### config.mk
export PLATFORM = sky130hd
export DESIGN_NAME = link_reconnect_supervisor
export DESIGN_NICKNAME = d
export VERILOG_FILES = /design/src/rtl/lrs_pkg.sv /design/src/rtl/lrs_step.sv /design/src/rtl/link_reconnect_supervisor.sv
export SDC_FILE = /design/constraint.sdc
export NUM_CORES = 1
export LEC_CHECK = 0
export ABC_AREA = 1
export BUFFER_PORTS_ARGS = -buffer_cell sky130_fd_sc_hd__buf_4
export CORE_MARGIN = 5
export CORE_UTILIZATION = 50
export DETAILED_ROUTE_END_ITERATION = 16
export PLACE_DENSITY_LB_ADDON = 0.1
export SYNTH_ARGS = -nofsm -noshare
export SYNTH_HDL_FRONTEND = slang
export SYNTH_SLANG_ARGS = --single-unit
### constraint.sdc
create_clock -name clk -period 17.2 [get_ports clk]
set_clock_uncertainty 0.2 [all_clocks]
set_input_delay 3.44 -clock clk [delete_from_list [all_inputs] [get_ports clk]]
set_output_delay 3.44 -clock clk [all_outputs]
set_load 0.005 [all_outputs]
### src/rtl/lrs_pkg.sv
`default_nettype none

package lrs_pkg;

	localparam int DEF_TIME_BITS = 32;
	localparam int CFG_DATA_W    = 32;
	localparam int CFG_INDEX_W   = 3;

	// configuration register indexes
	localparam logic [CFG_INDEX_W-1:0] REG_RETRY_INTERVAL   = 3'd0;
	localparam logic [CFG_INDEX_W-1:0] REG_SETTLE           = 3'd1;
	localparam logic [CFG_INDEX_W-1:0] REG_CONNECT_TIMEOUT  = 3'd2;
	localparam logic [CFG_INDEX_W-1:0] REG_MAX_ATTEMPTS     = 3'd3;
	localparam logic [CFG_INDEX_W-1:0] REG_FALLBACK_TIMEOUT = 3'd4;

	localparam logic [31:0] RST_RETRY_INTERVAL   = 32'd30000;
	localparam logic [31:0] RST_SETTLE           = 32'd1000;
	localparam logic [31:0] RST_CONNECT_TIMEOUT  = 32'd10000;
	localparam logic [3:0]  RST_MAX_ATTEMPTS     = 4'd3;
	localparam logic [31:0] RST_FALLBACK_TIMEOUT = 32'd60000;

	// event kinds
	localparam logic [1:0] REQ_UPDATE  = 2'd0;
	localparam logic [1:0] REQ_START   = 2'd1;
	localparam logic [1:0] REQ_SESSION = 2'd2;

	// phase codes as reported on the result
	localparam logic [1:0] PHASE_CODE_IDLE       = 2'd0;
	localparam logic [1:0] PHASE_CODE_SETTLING   = 2'd1;
	localparam logic [1:0] PHASE_CODE_CONNECTING = 2'd2;

	typedef enum logic [2:0] {
		PH_IDLE       = 3'b001,
		PH_SETTLING   = 3'b010,
		PH_CONNECTING = 3'b100
	} phase_t;

	typedef struct packed {
		phase_t     phase;
		logic [3:0] attempts;
		logic       link;
		logic       session;
		logic       online;
		logic       fallback;
	} ctl_t;

	typedef struct packed {
		logic disc;
		logic conn;
	} cmd_t;

	function automatic logic [1:0] phase_code(input phase_t ph);
		logic [1:0] code;
		case (ph)
			PH_SETTLING:   code = PHASE_CODE_SETTLING;
			PH_CONNECTING: code = PHASE_CODE_CONNECTING;
			default:       code = PHASE_CODE_IDLE;
		endcase
		return code;
	endfunction

endpackage

`default_nettype wire

### src/rtl/lrs_step.sv
`default_nettype none

module lrs_step import lrs_pkg::*; #(
	parameter int TIME_BITS = DEF_TIME_BITS
) (
	input  wire logic [31:0]          retry_interval_ms,
	input  wire logic [31:0]          settle_ms,
	input  wire logic [31:0]          connect_timeout_ms,
	input  wire logic [3:0]           max_attempts,
	input  wire logic [31:0]          fallback_timeout_ms,
	input  wire logic [1:0]           req_type,
	input  wire logic [TIME_BITS-1:0] now,
	input  wire logic                 link_up,
	input  wire logic                 session_up,
	input  wire ctl_t                 ctl_cur,
	input  wire logic [TIME_BITS-1:0] phase_start_cur,
	input  wire logic [TIME_BITS-1:0] last_seq_cur,
	input  wire logic [TIME_BITS-1:0] last_online_cur,
	output ctl_t                      ctl_nxt,
	output logic [TIME_BITS-1:0]      phase_start_nxt,
	output logic [TIME_BITS-1:0]      last_seq_nxt,
	output logic [TIME_BITS-1:0]      last_online_nxt,
	output cmd_t                      cmd
);

	// wrapped elapsed time against a 32-bit limit, compared wide enough for both
	function automatic logic at_least(input logic [TIME_BITS-1:0] el,
		input logic [31:0] lim);
		return {32'd0, el} >= {{TIME_BITS{1'b0}}, lim};
	endfunction

	always_comb begin
		ctl_nxt         = ctl_cur;
		phase_start_nxt = phase_start_cur;
		last_seq_nxt    = last_seq_cur;
		last_online_nxt = last_online_cur;
		cmd             = '0;

		if (req_type == REQ_SESSION) begin
			ctl_nxt.session = session_up;
		end else begin
			if (req_type == REQ_START)
				last_online_nxt = now;
			if (link_up) begin
				ctl_nxt.phase    = PH_IDLE;
				ctl_nxt.attempts = 4'd0;
			end else begin
				if (req_type == REQ_START || (ctl_nxt.phase == PH_IDLE &&
					at_least(TIME_BITS'(now - last_seq_nxt), retry_interval_ms))) begin
					cmd.disc         = 1'b1;
					ctl_nxt.phase    = PH_SETTLING;
					ctl_nxt.attempts = 4'd0;
					phase_start_nxt  = now;
					last_seq_nxt     = now;
				end
				// a fresh sequence with zero settle time connects in the same step
				if (ctl_nxt.phase == PH_SETTLING) begin
					if (at_least(TIME_BITS'(now - phase_start_nxt), settle_ms)) begin
						ctl_nxt.attempts = 4'(ctl_nxt.attempts + 4'd1);
						cmd.conn         = 1'b1;
						ctl_nxt.phase    = PH_CONNECTING;
						phase_start_nxt  = now;
					end
				end else if (ctl_nxt.phase == PH_CONNECTING) begin
					if (at_least(TIME_BITS'(now - phase_start_nxt), connect_timeout_ms)) begin
						if (ctl_nxt.attempts < max_attempts) begin
							cmd.disc        = 1'b1;
							ctl_nxt.phase   = PH_SETTLING;
							phase_start_nxt = now;
						end else begin
							ctl_nxt.phase    = PH_IDLE;
							ctl_nxt.attempts = 4'd0;
							last_seq_nxt     = now;
						end
					end
				end
			end
		end

		ctl_nxt.link = link_up;
		if (!link_up)
			ctl_nxt.session = 1'b0;
		ctl_nxt.online = link_up & ctl_nxt.session;
		if (ctl_nxt.online) begin
			ctl_nxt.fallback = 1'b0;
			last_online_nxt  = now;
		end else begin
			ctl_nxt.fallback = at_least(TIME_BITS'(now - last_online_nxt), fallback_timeout_ms);
		end
	end

endmodule

`default_nettype wire

### src/rtl/link_reconnect_supervisor.sv
// Link reconnect supervisor: takes one event per clock (start, periodic update or
// session change, with a millisecond timestamp and the sampled link status) and
// returns one result per event with the disconnect/connect commands, the phase,
// the attempt count and the link, session, online and fallback flags. An event
// is registered on entry, evaluated against the supervisor state by the step logic
// and its result registered, so a result passes the input register and then the
// result register; a new event can be taken every cycle while req_stall is low, the
// figure being set by the single state update loop through the step logic. A stalled
// result holds the input register, and req_stall rises only when both are occupied.
// Configuration is to be written through cfg_we/cfg_index/cfg_data only while no
// event is in flight; the block does not enforce this. Times wrap modulo 2^TIME_BITS.
`default_nettype none

module link_reconnect_supervisor import lrs_pkg::*; #(
	parameter int TIME_BITS = DEF_TIME_BITS
) (
	input  wire logic                   clk,
	input  wire logic                   arst_n,
	input  wire logic                   cfg_we,
	input  wire logic [CFG_INDEX_W-1:0] cfg_index,
	input  wire logic [CFG_DATA_W-1:0]  cfg_data,
	input  wire logic                   req_valid,
	output logic                        req_stall,
	input  wire logic [1:0]             req_type,
	input  wire logic [31:0]            now_ms,
	input  wire logic                   link_up,
	input  wire logic                   session_up,
	output logic                        rsp_valid,
	input  wire logic                   rsp_stall,
	output logic                        issue_disconnect,
	output logic                        issue_connect,
	output logic                        link_connected,
	output logic                        session_connected,
	output logic                        online,
	output logic                        fallback_active,
	output logic [1:0]                  phase,
	output logic [3:0]                  attempt_count
);

	logic [31:0] retry_interval_q;
	logic [31:0] settle_q;
	logic [31:0] connect_timeout_q;
	logic [3:0]  max_attempts_q;
	logic [31:0] fallback_timeout_q;

	logic                 valid_s1;
	logic [1:0]           req_type_s1;
	logic [31:0]          now_s1;
	logic                 link_s1;
	logic                 session_s1;

	ctl_t                 ctl_q;
	logic [TIME_BITS-1:0] phase_start_q;
	logic [TIME_BITS-1:0] last_seq_q;
	logic [TIME_BITS-1:0] last_online_q;

	ctl_t                 ctl_nxt;
	logic [TIME_BITS-1:0] phase_start_nxt;
	logic [TIME_BITS-1:0] last_seq_nxt;
	logic [TIME_BITS-1:0] last_online_nxt;
	cmd_t                 cmd;

	logic                 rsp_valid_q;
	cmd_t                 cmd_q;
	ctl_t                 rsp_ctl_q;

	logic [TIME_BITS+31:0] now_wide;
	logic [TIME_BITS-1:0]  now_t;
	logic                  advance;
	logic                  req_accept;

	always_ff @(posedge clk or negedge arst_n) begin
		if (!arst_n) begin
			retry_interval_q   <= RST_RETRY_INTERVAL;
			settle_q           <= RST_SETTLE;
			connect_timeout_q  <= RST_CONNECT_TIMEOUT;
			max_attempts_q     <= RST_MAX_ATTEMPTS;
			fallback_timeout_q <= RST_FALLBACK_TIMEOUT;
		end else if (cfg_we) begin
			case (cfg_index)
				REG_RETRY_INTERVAL:   retry_interval_q   <= cfg_data;
				REG_SETTLE:           settle_q           <= cfg_data;
				REG_CONNECT_TIMEOUT:  connect_timeout_q  <= cfg_data;
				REG_MAX_ATTEMPTS:     max_attempts_q     <= cfg_data[3:0];
				REG_FALLBACK_TIMEOUT: fallback_timeout_q <= cfg_data;
				default: ;
			endcase
		end
	end

	// the result register frees up when empty or being taken this cycle
	assign advance    = valid_s1 && (!rsp_valid_q || !rsp_stall);
	assign req_stall  = valid_s1 && !advance;
	assign req_accept = req_valid && !req_stall;

	always_ff @(posedge clk or negedge arst_n) begin
		if (!arst_n) begin
			valid_s1 <= 1'b0;
		end else if (req_accept) begin
			valid_s1 <= 1'b1;
		end else if (advance) begin
			valid_s1 <= 1'b0;
		end
	end

	always_ff @(posedge clk) begin
		if (req_accept) begin
			req_type_s1 <= req_type;
			now_s1      <= now_ms;
			link_s1     <= link_up;
			session_s1  <= session_up;
		end
	end

	assign now_wide = {{TIME_BITS{1'b0}}, now_s1};
	assign now_t    = now_wide[TIME_BITS-1:0];

	lrs_step #(
		.TIME_BITS(TIME_BITS)
	) u_step (
		.retry_interval_ms  (retry_interval_q),
		.settle_ms          (settle_q),
		.connect_timeout_ms (connect_timeout_q),
		.max_attempts       (max_attempts_q),
		.fallback_timeout_ms(fallback_timeout_q),
		.req_type           (req_type_s1),
		.now                (now_t),
		.link_up            (link_s1),
		.session_up         (session_s1),
		.ctl_cur            (ctl_q),
		.phase_start_cur    (phase_start_q),
		.last_seq_cur       (last_seq_q),
		.last_online_cur    (last_online_q),
		.ctl_nxt            (ctl_nxt),
		.phase_start_nxt    (phase_start_nxt),
		.last_seq_nxt       (last_seq_nxt),
		.last_online_nxt    (last_online_nxt),
		.cmd                (cmd)
	);

	always_ff @(posedge clk or negedge arst_n) begin
		if (!arst_n) begin
			ctl_q         <= '{phase: PH_IDLE, attempts: 4'd0, default: 1'b0};
			phase_start_q <= '0;
			last_seq_q    <= '0;
			last_online_q <= '0;
			rsp_valid_q   <= 1'b0;
		end else begin
			if (advance) begin
				ctl_q         <= ctl_nxt;
				phase_start_q <= phase_start_nxt;
				last_seq_q    <= last_seq_nxt;
				last_online_q <= last_online_nxt;
				rsp_valid_q   <= 1'b1;
			end else if (!rsp_stall) begin
				rsp_valid_q <= 1'b0;
			end
		end
	end

	always_ff @(posedge clk) begin
		if (advance) begin
			cmd_q     <= cmd;
			rsp_ctl_q <= ctl_nxt;
		end
	end

	assign rsp_valid         = rsp_valid_q;
	assign issue_disconnect  = cmd_q.disc;
	assign issue_connect     = cmd_q.conn;
	assign link_connected    = rsp_ctl_q.link;
	assign session_connected = rsp_ctl_q.session;
	assign online            = rsp_ctl_q.online;
	assign fallback_active   = rsp_ctl_q.fallback;
	assign phase             = phase_code(rsp_ctl_q.phase);
	assign attempt_count     = rsp_ctl_q.attempts;

endmodule

`default_nettype wire

==> flow_summary.toml, run 1 <==
[floorplan]
fp.dieH_um = 216
fp.dieW_um = 216
rows = 75
pin_count = 90
dieArea_um2 = 46700
initial_core_util_pct = 50.6
core_area_um2 = 42000

[run]
cap_violations = 0

[outcome]
run_status = "completed"

[layout]
instances_no_fill = 3435
nFillCells = 4002
fin_nets = 3173
syn_to_final_growth_pct = 9.78
diodes = 0
drive_gt1_share_pct = 8.74

[timing]
fin_crit_ps = 11110
worst_pin_slew_ps = 1130
period_share_pct = 64.6
fmax_mhz = 90.0
slew_headroom_pct = 24.9
setup_tns_ps = 0
rsz0062_at_grt = "no"
fin_ws_ps = 6090
slew_violations = 0
final_hold_viol_count = 0
setup_viol = 0

[routing]
routed_via_density = 5.51
drc_errors = 0
initialDrtViolationCount = 1598
dr.pass1.iters = 6
wl_per_cell_um = 18.8
drt-total-wl_um = 64500
vias = 18931
antenna_violating_nets_post_route = 0

[synth]
synth.avg_cell_area_um2 = 7.50
yosys_warnings = 0
syn_inst = 2833
yosysUniqueCellTypes = 50
ys_ff_latch = 286
yosysTopAreaCellShare_pct = 24.7
synth_area_leaders = "dfrtp_1 (25%), ha_1 (13%), nand2_1 (11%)"
synth_top_area_cell = "dfrtp_1"
synth-seq-area-share_pct = 35.0
synth_nets = 3138
synthesis.area_um2 = 21300

[place]
hpwl_um = 47200
dp_cells = 3369
io_buffers = 89
dp_worst_setup_slack_ps = 6280
place_congestion = 0.933

[power]
leakagePower_nw = 11.8
power.total_mw = 5.10
vdd_drop_max_v = 0.000226
powerDensity_nw_per_um2 = 218

[worst_setup_path]
slowest_delay_ps = 560
critPathBufInv = 6
worstSetupStartpoint = "now_s1[0]$_DFFE_PP_"
start_kind = "flip-flop"
critPathSlowestCell = "nand2_2"
cp.required_ps = 17470
critPathCaptureType = "flip-flop"
crit_family = "compound AO/OA/AOI/OAI gates"
r2r_start = "now_s1[0]$_DFFE_PP_"
criticalPathCategory = "flip-flop to flip-flop"
cp.arrival_ps = 11380
cp_max_fo = 53
crit_top_cell = "nand2_1"

[global_route]
antenna_found_initial = 1
grt_pass1_vias = 18375
grt_usage_pct = 27.2
grt_pass1_wl_um = 101000
grt_start_max_net_pins = 150
overflow = 0

[cts]
cts_root_buffer = "clkbuf_16"
cts_tree = "done"
clockBufferDepth = 3
numClockSinks = 286
path_clk_slew_ps = 60
numCtsBuffers = 36
clk-insertion-delay-late_ps = 550
htree_num_levels = 2
postCtsSetupBuffers = 0
cts_resized = 0
holdBufCountCts = 0

[hold_path]
min_from = "last_online_q[27]$_DFFE_PN0P_"
hp-class = "flip-flop to flip-flop"
==> path summary, 6_finish.rpt <==
check / to / slack [ps] / depth (start not counted)
max: last_seq_q[21]$_DFFE_PN0P_ / 6090 / 54
min: last_online_q[27]$_DFFE_PN0P_ / 270 / 2
max reg2reg: last_seq_q[21]$_DFFE_PN0P_ / 6090 / 54
min reg2reg: last_online_q[27]$_DFFE_PN0P_ / 270 / 2
max in group asynchronous: last_online_q[22]$_DFFE_PN0P_ / 12760 / 2
min in group asynchronous: settle_q[4]$_DFFE_PN0P_ / 2680 / 1
==> cells by family after synthesis <==
| kind of cell | share of synthesized area, % |
|---|---|
| AND/OR/NAND/NOR | 19.4 |
| AO/OA/AOI/OAI | 18.0 |
| buffers and inverters | 10.5 |
| flip-flops | 35.0 |
| adder cells (fa/ha/maj) | 13.6 |
| XOR/XNOR | 3.63 |
==> cell usage after synthesis (all sizes together) <==
cell / number
a211oi: 5
a21boi: 10
a21o: 7
a21oi: 228
a221oi: 1
a31oi: 8
and2: 1
buf: 38
clkbuf: 67
dfrtp: 210
dfstp: 28
edfxtp: 48
fa: 3
ha: 226
inv: 454
nand2: 662
nand3: 113
nand4: 47
nor2: 138
nor3: 16
nor3b: 3
nor4: 4
o211ai: 49
o21a: 8
o21ai: 351
o21bai: 8
o221a: 2
o221ai: 3
o22ai: 1
o31a: 1
o31ai: 3
or2: 2
xnor2: 24
xor2: 64
==> tightest hold or removal path: stages (launching register included) <==
cell and delay [ps]:
dfrtp_1 330, nand2_1 50, nand2_1 50
==> where the power goes <==
group | internal, mW | leakage, nW | switching [mW]
combinational | 1.18 | 7.93 | 2.21
sequential | 0.880 | 3.35 | 0.104
clock | 0.411 | 0.537 | 0.309
==> stage by stage <==
stage / area, µm² / util, % / hold slack [ps]
after floorplan: 21300 / - / 244
after global placement: 22200 / 52.9 / 257
after detailed placement: 22200 / 52.9 / 260
after CTS: 23300 / 55.5 / 276
after global routing: 23300 / 55.5 / 296
final: 23300 / 55.5 / 270
==> layout make-up <==
cell class / count / area [µm²] / share of cell area, %
sequential: 286 / 7430 / 31.9
timing repair buffer: 102 / 786 / 3.37
clock inverter: 16 / 95.1 / 0.408
clock buffer: 50 / 1000 / 4.31
multi-input combinational: 1988 / 11600 / 49.9
inverter: 454 / 1700 / 7.30
tap: 539 / 674 / 2.89
==> metal layers <==
layer	GRT usage [%]	vias up	share of wire (%)
li1	-	9382	-
met1	35.2	8837	43
met2	46.4	581	48
met3	2.92	131	4.7
met4	11.9	0	4.7
met5	0	-	0
==> state kept, by name, summed over array words and instances (netlist names) <==
signal / flops
attempt_count: 4
connect_timeout_q: 32
ctl_q: 8
fallback_active: 1
fallback_timeout_q: 32
issue_connect: 1
issue_disconnect: 1
last_online_q: 32
last_seq_q: 32
link_connected: 1
link_s1: 1
max_attempts_q: 4
now_s1: 32
phase_start_q: 32
req_type_s1: 2
retry_interval_q: 32
rsp_ctl_q: 3
rsp_valid: 1
session_connected: 1
session_s1: 1
settle_q: 32
valid_s1: 1
==> cell usage in the layout, fill, tap and decap left out, types with 9 or more instances in the layout <==
cell type,n
nor2_1,132
nor3_1,16
dfrtp_1,210
xor2_1,64
clkbuf_16,37
edfxtp_1,48
ha_1,226
inv_1,450
xnor2_1,24
nand4_1,47
a21oi_2,20
a21oi_1,207
nand2_1,643
o21ai_2,9
o21ai_1,15
dfstp_2,28
nand2_2,15
o211ai_1,49
nand3_1,105
o21ai_0,327
clkbuf_1,10
buf_4,100
No activity file was read; power rests on OpenSTA's default activity.
==> inputs of run 2 (changes only) <==
- ABC_AREA: 1 -> 0
- clock period: 17.2 -> 11.4 ns (I/O delays scaled with it)
==> run 2 against run 1 <==
Effect of this change:
- sequential share of layout area grew 2.9 points
- critical path type unchanged
- fmax is 5.4% higher
- register-to-register slack got worse by 5200 ps
- utilization increased by 1.5 points
- sequential power grew 49%
- clock power increased by 56%
==> flow_summary.toml, run 2 <==
[outcome]
run_status = "completed"

[floorplan]
pin_count = 90
core_area_um2 = 37600
fp.dieW_um = 205
fp.dieH_um = 205
initial_core_util_pct = 50.4
rows = 71
dieArea_um2 = 41900

[synth]
synth-seq-area-share_pct = 39.2
yosysTopAreaCellShare_pct = 27.7
synth_area_leaders = "dfrtp_1 (28%), ha_1 (15%), edfxtp_1 (7.6%)"
synth.avg_cell_area_um2 = 9.81
ys_ff_latch = 286
synthArstFlopShare_pct = 83.2
yosysUniqueCellTypes = 80
synth_flop_cell = "dfrtp_1"
synthesis.area_um2 = 18900
synth_edf_count = 48
yosys_warnings = 0
synth.most_common_cell = "ha_1"
synth_top_area_cell = "dfrtp_1"
synth_nets = 2237
syn_inst = 1932
netlist_top_cells_count = "ha_1 (226), dfrtp_1 (210), nand2_1 (200)"

[place]
place_congestion = 0.935
dp_worst_setup_slack_ps = 726
placed_area_um2 = 20200
io_buffers = 89
hpwl_um = 35800

[layout]
finalCoreUtilization_pct = 57.0
final_common_cell = "ha_1"
nFillCells = 3355
fin_nets = 2336
diodes = 0
syn_to_final_growth_pct = 13.0
drive_gt1_share_pct = 15.9
layout_common_cells = "ha_1 (226), dfrtp_1 (210), nand2_1 (200), o21ai_0 (194), inv_1 (190)"
finalInstanceArea_um2 = 21400

[timing]
setup_viol = 0
setup_tns_ps = 0
rsz0062_at_grt = "no"
worst_pin_slew_ps = 922
final_hold_viol_count = 0
slew_headroom_pct = 36.9
period_share_pct = 92.5
slew_violations = 0
fmax_mhz = 94.9
fin_ws_ps = 858
fin_crit_ps = 10540

[worst_setup_path]
rr_worst_depth = 45
criticalPathCategory = "flip-flop to flip-flop"
critical_path.endpoint = "phase_start_q[5]$_DFFE_PN0P_"
cp.arrival_ps = 10750
cp.required_ps = 11610
start_kind = "flip-flop"
r2r-end = "phase_start_q[5]$_DFFE_PN0P_"
r2r_start = "now_s1[0]$_DFFE_PP_"
cp_max_fo = 32
critPathCaptureType = "flip-flop"
worstSetupStartpoint = "now_s1[0]$_DFFE_PP_"
slowest_delay_ps = 460
critPathSlowestCell = "a221oi_1"
reg2reg_slack_ps = 860

[global_route]
overflow = 0
grt_usage_pct = 22.7
grt_start_max_net_pins = 105
grt_pass1_vias = 14124
antenna_found_initial = 0
grt_pass1_wl_um = 75100

[cts]
htree_num_levels = 2
numClockSinks = 286
clk-insertion-delay-late_ps = 540
numCtsBuffers = 36
clockBufferDepth = 3
cts_tree = "done"
path_clk_slew_ps = 50
postCtsSetupBuffers = 0
cts_root_buffer = "clkbuf_16"

[run]
cap_violations = 0

[hold_path]
hp-class = "flip-flop to flip-flop"

[power]
vdd_drop_max_v = 0.000121
leakagePower_nw = 9.82
powerDensity_nw_per_um2 = 316

[routing]
routed_via_density = 5.50
drt-total-wl_um = 46700
antenna_violating_nets_post_route = 0
wl_per_cell_um = 18.2
dr.pass1.iters = 6
initialDrtViolationCount = 728
drc_errors = 0
vias = 14113
## run 2: cells by family after synthesis
logic type | Yosys count | share of synthesized area, %
XOR/XNOR | 84 | 3.88
AND/OR/NAND/NOR | 433 | 10.8
multiplexers | 161 | 9.18
adder cells (fa/ha/maj) | 230 | 15.3
buffers and inverters | 241 | 5.12
AO/OA/AOI/OAI | 497 | 16.5
flip-flops | 286 | 39.2
## run 2: report_power, final
| part | leakage, nW | internal [mW] | switching (mW) |
|---|---|---|---|
| registers | 3.31 | 1.34 | 0.130 |
| clock network | 0.566 | 0.680 | 0.440 |
| logic | 5.95 | 1.85 | 2.33 |
## run 2: through the flow
stage | total power, mW | hold slack (ps) | cells
2_1_floorplan | 4.64 | 246 | 1932
3_3_place_gp | 5.53 | 263 | 2504
3_5_place_dp | 5.64 | 275 | 2504
4_1_cts | 6.81 | 287 | 2568
5_1_grt | 7.41 | 310 | 2568
6_report | 6.77 | 279 | 2568
## run 2: worst min-delay path by stage
stage / to / cells after the start / from
final: last_online_q[1]$_DFFE_PN0P_ / 2 / last_online_q[1]$_DFFE_PN0P_
after global routing: last_seq_q[27]$_DFFE_PN0P_ / 1 / last_seq_q[27]$_DFFE_PN0P_
after CTS: last_online_q[1]$_DFFE_PN0P_ / 2 / last_online_q[1]$_DFFE_PN0P_
after detailed placement: last_online_q[1]$_DFFE_PN0P_ / 2 / last_online_q[1]$_DFFE_PN0P_
after global placement: last_online_q[0]$_DFFE_PN0P_ / 2 / last_online_q[0]$_DFFE_PN0P_
after floorplan: last_online_q[0]$_DFFE_PN0P_ / 2 / last_online_q[0]$_DFFE_PN0P_
## run 2: routing by layer
layer	global-route usage, %	wire length, µm
met1	32.8	22900
met2	35.9	20800
met3	3.85	2200
met4	5.19	854
met5	0	0
## run 2: worst max-delay path: cells and delay by family, from the launching register on
family / cells / cell delay, ps
AOI/OAI and AO/OA: 26 / 5440
adders and majority gates: 5 / 1540
and+or+nand+nor: 6 / 1260
buffers and inverters: 4 / 740
muxes: 2 / 490
DFF: 1 / 400
xor gates and xnor gates: 2 / 320
## run 2: cell type report
cell class                      count  area, µm²  share of cell area [%]
Timing Repair Buffer              112        852                    3.98
Sequential cell                   286       7430                    34.7
Tap cell                          511        639                    2.99
Inverter                          190        713                    3.33
Clock inverter                      6       61.3                   0.286
Clock buffer                       58       1100                    5.12
Multi-Input combinational cell   1405      10600                    49.6
## run 2: what timing repair did
action | in CTS | in global routing
gates resized for setup | 0 | 2
hold buffers | 0 | 0
endpoints found under the setup margin | 0 | 14
